File: config.mk
export PLATFORM = sky130hd
export DESIGN_NAME = unsigned_to_base_digits_core
export DESIGN_NICKNAME = d
export VERILOG_FILES = /design/src/sv/utbd_pkg.sv /design/src/sv/utbd_ctrl.sv /design/src/sv/utbd_dp.sv /design/src/sv/unsigned_to_base_digits_core.sv
export SDC_FILE = /design/constraint.sdc
export NUM_CORES = 1
export LEC_CHECK = 0
export BUFFER_PORTS_ARGS = -buffer_cell sky130_fd_sc_hd__buf_2
export CAP_MARGIN = 20
export CORE_MARGIN = 10
export CORE_UTILIZATION = 35
export CTS_CLUSTER_SIZE = 14
export DETAILED_ROUTE_END_ITERATION = 10
export PLACE_DENSITY = 0.59
export SLEW_MARGIN = 20
export SYNTH_ARGS = -nofsm -noshare
export SYNTH_HDL_FRONTEND = slang
export SYNTH_SLANG_ARGS = --single-unit
File: constraint.sdc
create_clock -name i_clk -period 35.4 [get_ports i_clk]
set_input_delay 5.31 -clock i_clk [delete_from_list [all_inputs] [get_ports i_clk]]
set_output_delay 5.31 -clock i_clk [all_outputs]
set_load 0.005 [all_outputs]
File: src/sv/utbd_pkg.sv
// package: constants, types and digit character and radix clamp functions for the base digit converter
`timescale 1ns / 1ps
`default_nettype none
package utbd_pkg;

    localparam int VALUE_BITS  = 64;
    localparam int IN_W        = 64;
    localparam int DIV_BITS    = 8;
    localparam int DIV_STEPS   = (VALUE_BITS + DIV_BITS - 1) / DIV_BITS;
    localparam int PAD_BITS    = DIV_STEPS * DIV_BITS;
    localparam int STEP_W      = (DIV_STEPS > 1) ? $clog2(DIV_STEPS) : 1;
    localparam int STORE_DEPTH = VALUE_BITS;
    localparam int ADDR_W      = $clog2(STORE_DEPTH);
    localparam int CNT_W       = $clog2(STORE_DEPTH + 1);
    localparam int DIGIT_W     = 4;
    localparam int RADIX_W     = 5;
    localparam int CHAR_W      = 7;
    localparam int CFG_IDX_W   = 2;
    localparam int CFG_DATA_W  = 5;

    localparam logic [RADIX_W-1:0] RADIX_MIN = 5'd2;
    localparam logic [RADIX_W-1:0] RADIX_MAX = 5'd16;
    localparam logic [RADIX_W-1:0] RADIX_RST = 5'd10;

    localparam logic [CFG_IDX_W-1:0] REG_RADIX = 2'd0;
    localparam logic [CFG_IDX_W-1:0] REG_UPPER = 2'd1;

    localparam logic [CHAR_W-1:0] CHAR_ZERO  = 7'd48;
    localparam logic [CHAR_W-1:0] CHAR_LOWER = 7'd97;
    localparam logic [CHAR_W-1:0] CHAR_UPPER = 7'd65;
    localparam logic [DIGIT_W-1:0] DIGIT_TEN = 4'd10;

    typedef enum logic [2:0] {
        ST_IDLE,
        ST_DIV,
        ST_CHECK,
        ST_EMIT,
        ST_DRAIN
    } t_state;

    typedef struct packed {
        logic load;
        logic div_step;
        logic emit_init;
        logic rd_step;
    } t_dp_cmd;

    typedef struct packed {
        logic last_step;
        logic quot_zero;
        logic idx_zero;
        logic pipe_busy;
    } t_dp_sts;

    function automatic logic [CHAR_W-1:0] digit_to_char(input logic [DIGIT_W-1:0] d,
                                                        input logic upper);
        logic [CHAR_W-1:0] base;
        base = upper ? CHAR_UPPER : CHAR_LOWER;
        if (d < DIGIT_TEN) begin
            digit_to_char = CHAR_ZERO + CHAR_W'(d);
        end else begin
            digit_to_char = base + CHAR_W'(d - DIGIT_TEN);
        end
    endfunction

    function automatic logic [RADIX_W-1:0] clamp_radix(input logic [RADIX_W-1:0] r);
        if (r < RADIX_MIN) begin
            clamp_radix = RADIX_MIN;
        end else if (r > RADIX_MAX) begin
            clamp_radix = RADIX_MAX;
        end else begin
            clamp_radix = r;
        end
    endfunction

endpackage
`default_nettype wire

File: src/sv/utbd_ctrl.sv
// controller state machine: sequences division, digit store and digit emission
`timescale 1ns / 1ps
`default_nettype none
module utbd_ctrl (
    input  wire                 i_clk,
    input  wire                 i_rst_n,
    input  wire                 start,
    input  utbd_pkg::t_dp_sts   i_sts,
    output utbd_pkg::t_dp_cmd   o_cmd,
    output logic                busy
);

    utbd_pkg::t_state r_state;
    utbd_pkg::t_state n_state;

    always_ff @(posedge i_clk) begin
        if (!i_rst_n) begin
            r_state <= utbd_pkg::ST_IDLE;
        end else begin
            r_state <= n_state;
        end
    end

    always_comb begin
        n_state = r_state;
        o_cmd   = '0;
        case (r_state)
            utbd_pkg::ST_IDLE: begin
                if (start) begin
                    o_cmd.load = 1'b1;
                    n_state    = utbd_pkg::ST_DIV;
                end
            end
            utbd_pkg::ST_DIV: begin
                o_cmd.div_step = 1'b1;
                if (i_sts.last_step) begin
                    n_state = utbd_pkg::ST_CHECK;
                end
            end
            utbd_pkg::ST_CHECK: begin
                if (i_sts.quot_zero) begin
                    o_cmd.emit_init = 1'b1;
                    n_state         = utbd_pkg::ST_EMIT;
                end else begin
                    n_state = utbd_pkg::ST_DIV;
                end
            end
            utbd_pkg::ST_EMIT: begin
                o_cmd.rd_step = 1'b1;
                if (i_sts.idx_zero) begin
                    n_state = utbd_pkg::ST_DRAIN;
                end
            end
            utbd_pkg::ST_DRAIN: begin
                if (!i_sts.pipe_busy) begin
                    n_state = utbd_pkg::ST_IDLE;
                end
            end
            default: begin
                n_state = utbd_pkg::ST_IDLE;
            end
        endcase
    end

    assign busy = (r_state != utbd_pkg::ST_IDLE);

endmodule
`default_nettype wire

File: src/sv/utbd_dp.sv
// datapath: byte-serial divider by radix, digit memory and character output stage
`timescale 1ns / 1ps
`default_nettype none
module utbd_dp (
    input  wire                                   i_clk,
    input  wire                                   i_rst_n,
    input  utbd_pkg::t_dp_cmd                     i_cmd,
    output utbd_pkg::t_dp_sts                     o_sts,
    input  wire [utbd_pkg::IN_W-1:0]              i_value,
    input  wire [utbd_pkg::RADIX_W-1:0]           i_radix,
    input  wire                                   i_upper,
    output logic                                  o_valid,
    output logic [utbd_pkg::CHAR_W-1:0]           o_digit_char,
    output logic                                  o_last
);

    logic [utbd_pkg::PAD_BITS-1:0]  r_quot;
    logic [utbd_pkg::PAD_BITS-1:0]  n_quot;
    logic [utbd_pkg::DIGIT_W-1:0]   r_rem;
    logic [utbd_pkg::DIGIT_W-1:0]   n_rem;
    logic [utbd_pkg::STEP_W-1:0]    r_step;
    logic [utbd_pkg::CNT_W-1:0]     r_count;
    logic [utbd_pkg::RADIX_W-1:0]   r_radix;
    logic [utbd_pkg::ADDR_W-1:0]    r_rd_idx;
    logic [utbd_pkg::DIGIT_W-1:0]   r_rd_data;
    logic                           r_rd_vld;
    logic                           r_rd_last;
    logic                           r_out_vld;
    logic [utbd_pkg::CHAR_W-1:0]    r_out_char;
    logic                           r_out_last;
    logic [utbd_pkg::DIGIT_W-1:0]   r_mem [utbd_pkg::STORE_DEPTH];

    logic [utbd_pkg::DIV_BITS-1:0]  w_top;
    logic [utbd_pkg::DIV_BITS-1:0]  w_qbits;
    logic [utbd_pkg::DIGIT_W:0]     w_part;
    logic                           w_last_step;

    // one quotient byte per cycle while div_step is set, remainder stays below the radix
    always_comb begin
        w_top   = r_quot[utbd_pkg::PAD_BITS-1 -: utbd_pkg::DIV_BITS];
        w_qbits = '0;
        n_rem   = r_rem;
        w_part  = '0;
        for (int j = utbd_pkg::DIV_BITS - 1; j >= 0; j--) begin
            w_part = {n_rem, w_top[j]};
            if (w_part >= r_radix) begin
                w_part     = w_part - r_radix;
                w_qbits[j] = 1'b1;
            end
            n_rem = w_part[utbd_pkg::DIGIT_W-1:0];
        end
        n_quot = (r_quot << utbd_pkg::DIV_BITS) | utbd_pkg::PAD_BITS'(w_qbits);
    end

    assign w_last_step = (r_step == utbd_pkg::STEP_W'(utbd_pkg::DIV_STEPS - 1));

    always_ff @(posedge i_clk) begin
        if (!i_rst_n) begin
            r_step    <= '0;
            r_count   <= '0;
            r_rd_idx  <= '0;
            r_rd_vld  <= 1'b0;
            r_out_vld <= 1'b0;
        end else begin
            if (i_cmd.load) begin
                r_step  <= '0;
                r_count <= '0;
            end else if (i_cmd.div_step) begin
                if (w_last_step) begin
                    r_step  <= '0;
                    r_count <= r_count + 1'b1;
                end else begin
                    r_step <= r_step + 1'b1;
                end
            end
            if (i_cmd.emit_init) begin
                r_rd_idx <= utbd_pkg::ADDR_W'(r_count - 1'b1);
            end else if (i_cmd.rd_step) begin
                r_rd_idx <= r_rd_idx - 1'b1;
            end
            r_rd_vld  <= i_cmd.rd_step;
            r_out_vld <= r_rd_vld;
        end
    end

    always_ff @(posedge i_clk) begin
        if (i_cmd.load) begin
            r_quot  <= utbd_pkg::PAD_BITS'(i_value[utbd_pkg::VALUE_BITS-1:0]);
            r_rem   <= '0;
            r_radix <= utbd_pkg::clamp_radix(i_radix);
        end else if (i_cmd.div_step) begin
            r_quot <= n_quot;
            r_rem  <= w_last_step ? '0 : n_rem;
        end
        if (i_cmd.rd_step) begin
            r_rd_last <= (r_rd_idx == '0);
        end
        r_out_char <= utbd_pkg::digit_to_char(r_rd_data, i_upper);
        r_out_last <= r_rd_last;
    end

    always_ff @(posedge i_clk) begin
        if (i_cmd.div_step && w_last_step) begin
            r_mem[r_count[utbd_pkg::ADDR_W-1:0]] <= n_rem;
        end
        if (i_cmd.rd_step) begin
            r_rd_data <= r_mem[r_rd_idx];
        end
    end

    assign o_sts.last_step = w_last_step;
    assign o_sts.quot_zero = (r_quot == '0);
    assign o_sts.idx_zero  = (r_rd_idx == '0);
    assign o_sts.pipe_busy = r_rd_vld | r_out_vld;

    assign o_valid      = r_out_vld;
    assign o_digit_char = r_out_char;
    assign o_last       = r_out_last;

endmodule
`default_nettype wire

File: src/sv/unsigned_to_base_digits_core.sv
// top level: configuration registers, controller and datapath of the base digit converter
//
//  channel   direction  signals                                      transaction
//  command   in         start, busy, i_value                         start & !busy
//  result    out        o_valid, o_digit_char, o_last                o_valid (one cycle)
//  config    in         i_cfg_valid, o_cfg_ready, i_cfg_index, i_cfg_data   valid & ready
//
//  each digit takes 8 division steps (one quotient byte per cycle through the radix divider,
//  plus a zero test per digit)
//  digits leave at one per cycle, most significant first, registered in r_rd_data then r_out_char
//  synchronous active-low reset clears control state; radix resets to 10, lower case letters
//  results cannot be stalled; busy stays high until the last digit has been shown
`timescale 1ns / 1ps
`default_nettype none
module unsigned_to_base_digits_core (
    input  wire                                 i_clk,
    input  wire                                 i_rst_n,
    input  wire                                 start,
    output logic                                busy,
    input  wire [utbd_pkg::IN_W-1:0]            i_value,
    output logic                                o_valid,
    output logic [utbd_pkg::CHAR_W-1:0]         o_digit_char,
    output logic                                o_last,
    input  wire                                 i_cfg_valid,
    output logic                                o_cfg_ready,
    input  wire [utbd_pkg::CFG_IDX_W-1:0]       i_cfg_index,
    input  wire [utbd_pkg::CFG_DATA_W-1:0]      i_cfg_data
);

    logic [utbd_pkg::RADIX_W-1:0] r_radix;
    logic                         r_upper;
    utbd_pkg::t_dp_cmd            w_cmd;
    utbd_pkg::t_dp_sts            w_sts;

    assign o_cfg_ready = 1'b1;

    always_ff @(posedge i_clk) begin
        if (!i_rst_n) begin
            r_radix <= utbd_pkg::RADIX_RST;
            r_upper <= 1'b0;
        end else if (i_cfg_valid && o_cfg_ready) begin
            case (i_cfg_index)
                utbd_pkg::REG_RADIX: begin
                    r_radix <= i_cfg_data[utbd_pkg::RADIX_W-1:0];
                end
                utbd_pkg::REG_UPPER: begin
                    r_upper <= i_cfg_data[0];
                end
                default: begin
                end
            endcase
        end
    end

    utbd_ctrl u_ctrl (
        .i_clk   (i_clk),
        .i_rst_n (i_rst_n),
        .start   (start),
        .i_sts   (w_sts),
        .o_cmd   (w_cmd),
        .busy    (busy)
    );

    utbd_dp u_dp (
        .i_clk        (i_clk),
        .i_rst_n      (i_rst_n),
        .i_cmd        (w_cmd),
        .o_sts        (w_sts),
        .i_value      (i_value),
        .i_radix      (r_radix),
        .i_upper      (r_upper),
        .o_valid      (o_valid),
        .o_digit_char (o_digit_char),
        .o_last       (o_last)
    );

endmodule
`default_nettype wire

==> impl_metrics.toml, run 1 <==
[die]
dieWidth_um = 240
die_h_um = 240
coreArea_um2 = 47800
io_pins = 86
initial_core_util = 0.354
die-area_um2 = 57600
num_rows = 80

[clocking]
clkSlewWorstSetupHoldPaths_ns = 0.06
cts_root_buffer = "clkbuf_16"
htree_levels = 2
cts_tree = "done"
insertion_delay_ns = 0.58
cts_setup_buffers = 0
cts_hold_buffers = 0
cts_resized = 0
cts_buffer_depth = 3
clock_sinks = 368
numCtsBuffers = 41

[drt]
dr.pass1.iters = 5
wl_met1_um = 17700
routed.top_layer = "met4"
totalWireLength_um = 40000
wl_met3_um = 2320
drt_first_iter_violations = 764
antenna_left = 0
drc = 0
route.met2.wl_um = 19000
wire_per_inst_um = 20.1
vias_per_cell = 5.22
vias = 10396

[flow_run]
maxCapViolCount = 0

[sta]
drv_slew = 0
min_period_ns = 13.45
fmax_mhz = 74.4
period_share = 0.380
rsz0062_at_grt = "false"
worst_clock_skew_ns = 0.0219
setup_violations = 0
final_hold_viol_count = 0
slew_headroom = 0.288
tightestPinTransition_ns = 1.06
setup_tns_ns = 0

[yosys]
async_reset_ff_frac = 0
ys_types = 69
yosysSeqAreaShare = 0.630
synth_top_cell_area_share = 0.585
synth_area_leaders = "edfxtp_1 (58%), mux4_2 (7.4%), nand2_1 (4.9%)"
synth_edf_count = 330
ys_seq_elements = 368
synthFlopType = "edfxtp_1"
syn_area_um2 = 16900
yosysWarnings = 0
synth_nets = 1391
synth_largest_area_cell = "edfxtp_1"
synth.avg_cell_area_um2 = 13.5
synthCells = 1258

[critical_path]
required_ns = 35.73
slowest_delay_ns = 0.85
cp_slowest_cell = "mux2i_4"
critPathLaunchType = "flop"
cp-end-kind = "flop"
reg2reg_depth = 45
critPathArrivalTime_ns = 13.78
crit_path_start = "u_dp.r_radix[1]$_SDFFCE_PP1P_"
crit_type = "flop to flop"
critical_path.max_fanout = 41
timing.rr.start = "u_dp.r_radix[1]$_SDFFCE_PP1P_"
worst_path_most_repeated_cell = "o21ai_1"

[global_route]
grt_usage = 0.141
grt_antenna_before_repair = 0
grt_pass1_vias = 10680
grt_max_degree = 70
grt_pass1_wl_um = 62500
overflow = 0

[min_path]
hold_class = "flop to flop"
min_from = "u_dp.r_rd_last$_DFFE_PP_"
holdPathStages = 0

[layout]
nets = 1476
diodes = 0
multi_input_area_um2 = 5880
area_delta_synth_final_pct = 14.3
drive_gt1_frac = 0.183
register_area_um2 = 10700
fill_cells = 4413

[place]
gp_congestion = 0.832
detailed_place_hpwl_um = 26600
port_buffers = 84

[status]
status = "complete, no violations"
[cells in the mapped netlist, drive strengths merged, types with 4 or more instances]
cell type and n:
a22oi 20, and3 5, xnor2 18, a22o 8, o31ai 5, buf 26
nand3 10, inv 45, nor2 109, mux4 56, nand4 4, o211a 5
or3 6, xor2 17, dfxtp 38, and2 8, ha 50, a21o 14
a31oi 8, mux2i 28, a21oi 46, clkbuf 27, nand2 222, edfxtp 330
nor4 21, o221ai 4, a2111oi 5, nand2b 4, o21ai 27, nor2b 20
nor3 12, fa 8, mux2 13
[area by class of cell]
cell class,instances,area share
Clock buffer,46,0.0550
Clock inverter,29,0.0161
Inverter,45,0.00872
Multi-Input combinational cell,792,0.303
Sequential cell,368,0.551
Tap cell,615,0.0397
Timing Repair Buffer,95,0.0260
[cells in the final DEF (no fill, tap or decap), types with 10 or more instances in the layout]
| cell type | synthesis | layout |
|---|---|---|
| buf_2 | 8 | 84 |
| a21o_1 | 14 | 14 |
| a21oi_1 | 46 | 45 |
| a22oi_1 | 20 | 20 |
| nor3_1 | 12 | 12 |
| xor2_1 | 17 | 17 |
| mux2_2 | 12 | 11 |
| nor2_1 | 108 | 108 |
| nand2_1 | 222 | 221 |
| o21ai_1 | 20 | 20 |
| edfxtp_1 | 330 | 330 |
| mux2i_1 | 28 | 26 |
| buf_4 | 4 | 11 |
| dfxtp_1 | 38 | 36 |
| ha_1 | 50 | 50 |
| clkbuf_16 | 0 | 41 |
| mux4_2 | 56 | 56 |
| nor2b_1 | 20 | 20 |
| inv_1 | 41 | 40 |
| nand3_1 | 10 | 10 |
| nor4_1 | 19 | 19 |
| xnor2_1 | 18 | 18 |
[through the flow]
| stage | setup slack (ns) | std cells | util | area [µm²] | hold WS (ns) |
|---|---|---|---|---|---|
| 3_5_place_dp | 22.05 | 1915 | 0.376 | 18000 | 0.330 |
| 5_1_grt | 20.51 | 1990 | 0.405 | 19400 | 0.364 |
| 2_1_floorplan | 23.11 | 1258 | - | 16900 | 0.323 |
| 3_3_place_gp | 22.49 | 1915 | 0.376 | 18000 | 0.331 |
| 6_report | 21.95 | 1990 | 0.405 | 19400 | 0.343 |
| 4_1_cts | 21.97 | 1990 | 0.405 | 19400 | 0.344 |
[logic make-up (layout without fill, tap and decap cells)]
family                   after synthesis  count (layout)  share of synthesized area
other                                  1               1                   0.000221
buffers and inverters                 98             215                     0.0263
XOR/XNOR                              35              35                     0.0181
flip-flops                           368             368                      0.630
AND/OR/NAND/NOR                      435             435                      0.113
adder cells (fa/ha/maj)               58              58                     0.0464
multiplexers                          97              97                     0.0996
AO/OA/AOI/OAI                        166             166                     0.0667
[registers in the layout, summed over array words and instances, names as in the netlist]
register           count
r_radix                5
u_dp.o_last            1
u_dp.r_rem             4
u_dp.o_valid           1
u_dp.r_step            3
u_dp.r_count           6
u_dp.r_rd_data         4
u_dp.r_rd_idx          6
r_upper                1
u_dp.r_quot           64
u_ctrl.r_state         3
u_dp.r_radix           5
u_dp.r_mem           256
u_dp.r_rd_vld          1
u_dp.r_rd_last         1
u_dp.o_digit_char      7
[critical path, delay by kind of cell (launching register included)]
| family | cells | cell delay (ns) |
|---|---|---|
| compound gates | 28 | 7.05 |
| fa+ha+maj | 8 | 2.60 |
| mux | 2 | 1.26 |
| buf+inv | 2 | 0.91 |
| flops | 1 | 0.73 |
| simple gates | 5 | 0.64 |
[metal layers]
metal	vias up	track usage
li1	4881	-
met1	5171	0.188
met2	282	0.226
met3	62	0.0286
met4	0	0.0439
met5	-	0
[worst paths after layout]
kind                                 endpoint  slack (ns)
hold / removal            u_dp.o_last$_DFF_P_        0.34
setup / recovery  u_dp.r_mem[48][1]$_DFFE_PP_       21.95
hold reg to reg           u_dp.o_last$_DFF_P_        0.34
setup reg to reg  u_dp.r_mem[48][1]$_DFFE_PP_       21.95
Power of run 1 is not shown: default switching activity piles up to over one toggle a cycle in this logic, so the estimate is an artifact.
==> run 2, diff against run 1 <==
==> constraint.sdc (replaced) <==
create_clock -name i_clk -period 14 [get_ports i_clk]
set_input_delay 2.1 -clock i_clk [delete_from_list [all_inputs] [get_ports i_clk]]
set_output_delay 2.1 -clock i_clk [all_outputs]
set_load 0.005 [all_outputs]
==> run 2 against run 1 <==
  * Core utilization hardly changed
  * Register-to-register slack lost 21 ns
  * Critical path depth up 2
  * Clock-buffer cell count down 2
  * Global-route usage down 0.080 points
  * Sequential share of layout area is essentially flat
==> impl_metrics.toml, run 2 (synthesis results as in run 1) <==
[clocking]
clock_sinks = 368
cts_tree = "done"
numCtsBuffers = 40
insertion_delay_ns = 0.59
cts_buffer_depth = 3
cts_hold_buffers = 0
clkSlewWorstSetupHoldPaths_ns = 0.06
cts_root_buffer = "clkbuf_16"
htree_levels = 2

[critical_path]
critPathLaunchType = "flop"
required_ns = 14.36
cp_slowest_cell = "mux2i_4"
crit_type = "flop to flop"
critPathArrivalTime_ns = 13.17
reg2reg_depth = 47
rrSetupSlack_ns = 1.19
slowest_delay_ns = 0.75
critPathBufInv = 3
worst_path_most_repeated_cell = "o21ai_1"
cp-end-kind = "flop"
critical_path.max_fanout = 33
cp_top_family = "compound AO/OA/AOI/OAI gates"
worst-path-stages = 47

[layout]
nets = 1477
drive_gt1_frac = 0.183
final_common_cell = "edfxtp_1"
diodes = 0
area_delta_synth_final_pct = 14.2
final_cell_mix = "edfxtp_1 (330), nand2_1 (221), nor2_1 (108)"
largest_reg_flops = 256
final_area_um2 = 19400

[drt]
drc = 0
drt_first_iter_violations = 860
dr.pass1.iters = 5
vias = 10449
antenna_left = 0
totalWireLength_um = 40300
wire_per_inst_um = 20.3
vias_per_cell = 5.25

[global_route]
grt_pass1_wl_um = 62300
overflow = 0
grt_usage = 0.140
grt_antenna_before_repair = 0
grt_pass1_vias = 10543
grt_max_degree = 70

[sta]
drv_slew = 0
rsz0062_at_grt = "false"
final_hold_viol_count = 0
min_period_ns = 12.81
setup_tns_ns = 0
hold_slack_ns = 0.359
tightestPinTransition_ns = 1.14
fmax_mhz = 78.1
setup_violations = 0
worst_clock_skew_ns = 0.0406
period_share = 0.915
slew_headroom = 0.240

[die]
dieWidth_um = 240
initial_core_util = 0.354
io_pins = 86
coreArea_um2 = 47800
num_rows = 80
die_h_um = 240
die-area_um2 = 57600

[place]
port_buffers = 84
place_area_um2 = 18000
gp_congestion = 0.849
detailed_place_hpwl_um = 27200

[min_path]
holdPathStages = 0
hold_class = "flop to flop"

[status]
status = "complete, no violations"

[flow_run]
maxCapViolCount = 0
run 2: cell types whose count changed in the layout (fill, tap and decap cells not counted), moves of 2 or more:
cell        delta
clkbuf_8       -2
clkinv_16      +2
clkinv_4       +3
buf_4          +2
inv_6          -2
clkinvlp_4     -3
clkinv_2       +4
run 2: repair_timing:
item / 4_1_cts / 5_1_grt
setup buffers: 0 / 0
resized for setup: 0 / 1
endpoints found under the setup margin: 0 / 32
run 2: layer usage:
layer | vias to the layer above | routed length (µm) | share of wire | GRT usage
met5 | - | 0 | 0 | 0
met4 | 0 | 891 | 0.022 | 0.0428
met3 | 58 | 2200 | 0.054 | 0.0259
met2 | 274 | 19300 | 0.48 | 0.226
met1 | 5245 | 18000 | 0.45 | 0.187
li1 | 4872 | - | - | -
run 2: worst paths after layout:
path                                       from                     endpoint
setup / recovery  u_dp.r_radix[1]$_SDFFCE_PP1P_  u_dp.r_mem[44][3]$_DFFE_PP_
hold / removal         u_dp.r_rd_last$_DFFE_PP_          u_dp.o_last$_DFF_P_
setup reg to reg  u_dp.r_radix[1]$_SDFFCE_PP1P_  u_dp.r_mem[44][3]$_DFFE_PP_
hold reg to reg        u_dp.r_rd_last$_DFFE_PP_          u_dp.o_last$_DFF_P_
run 2: worst reg2reg max path: cells and delay by family, from the launching register on:
| family | cells | cell delay [ns] |
|---|---|---|
| AO/OA/AOI/OAI | 30 | 6.53 |
| adder cells (fa/ha/maj) | 8 | 2.66 |
| multiplexers | 2 | 1.16 |
| buffers and inverters | 3 | 1.01 |
| flip-flops | 1 | 0.69 |
| AND/OR/NAND/NOR | 4 | 0.52 |
run 2: through the flow:
step	std cells	worst slack, ns	utilization
CTS	1991	1.16	0.404
floorplan	1258	1.71	-
finish	1991	1.19	0.404
global placement	1917	1.60	0.376
detailed placement	1917	1.21	0.376
global route	1991	0.0425	0.404
run 2: area by class of cell:
cell class	count	area, µm²
timing repair buffer	97	518
inverter	45	169
multi-input combinational	792	5870
clock buffer	44	1020
tap	615	769
clock inverter	30	330
sequential	368	10700
fill	4421	28500
Power of run 2 is left out for the same reason.
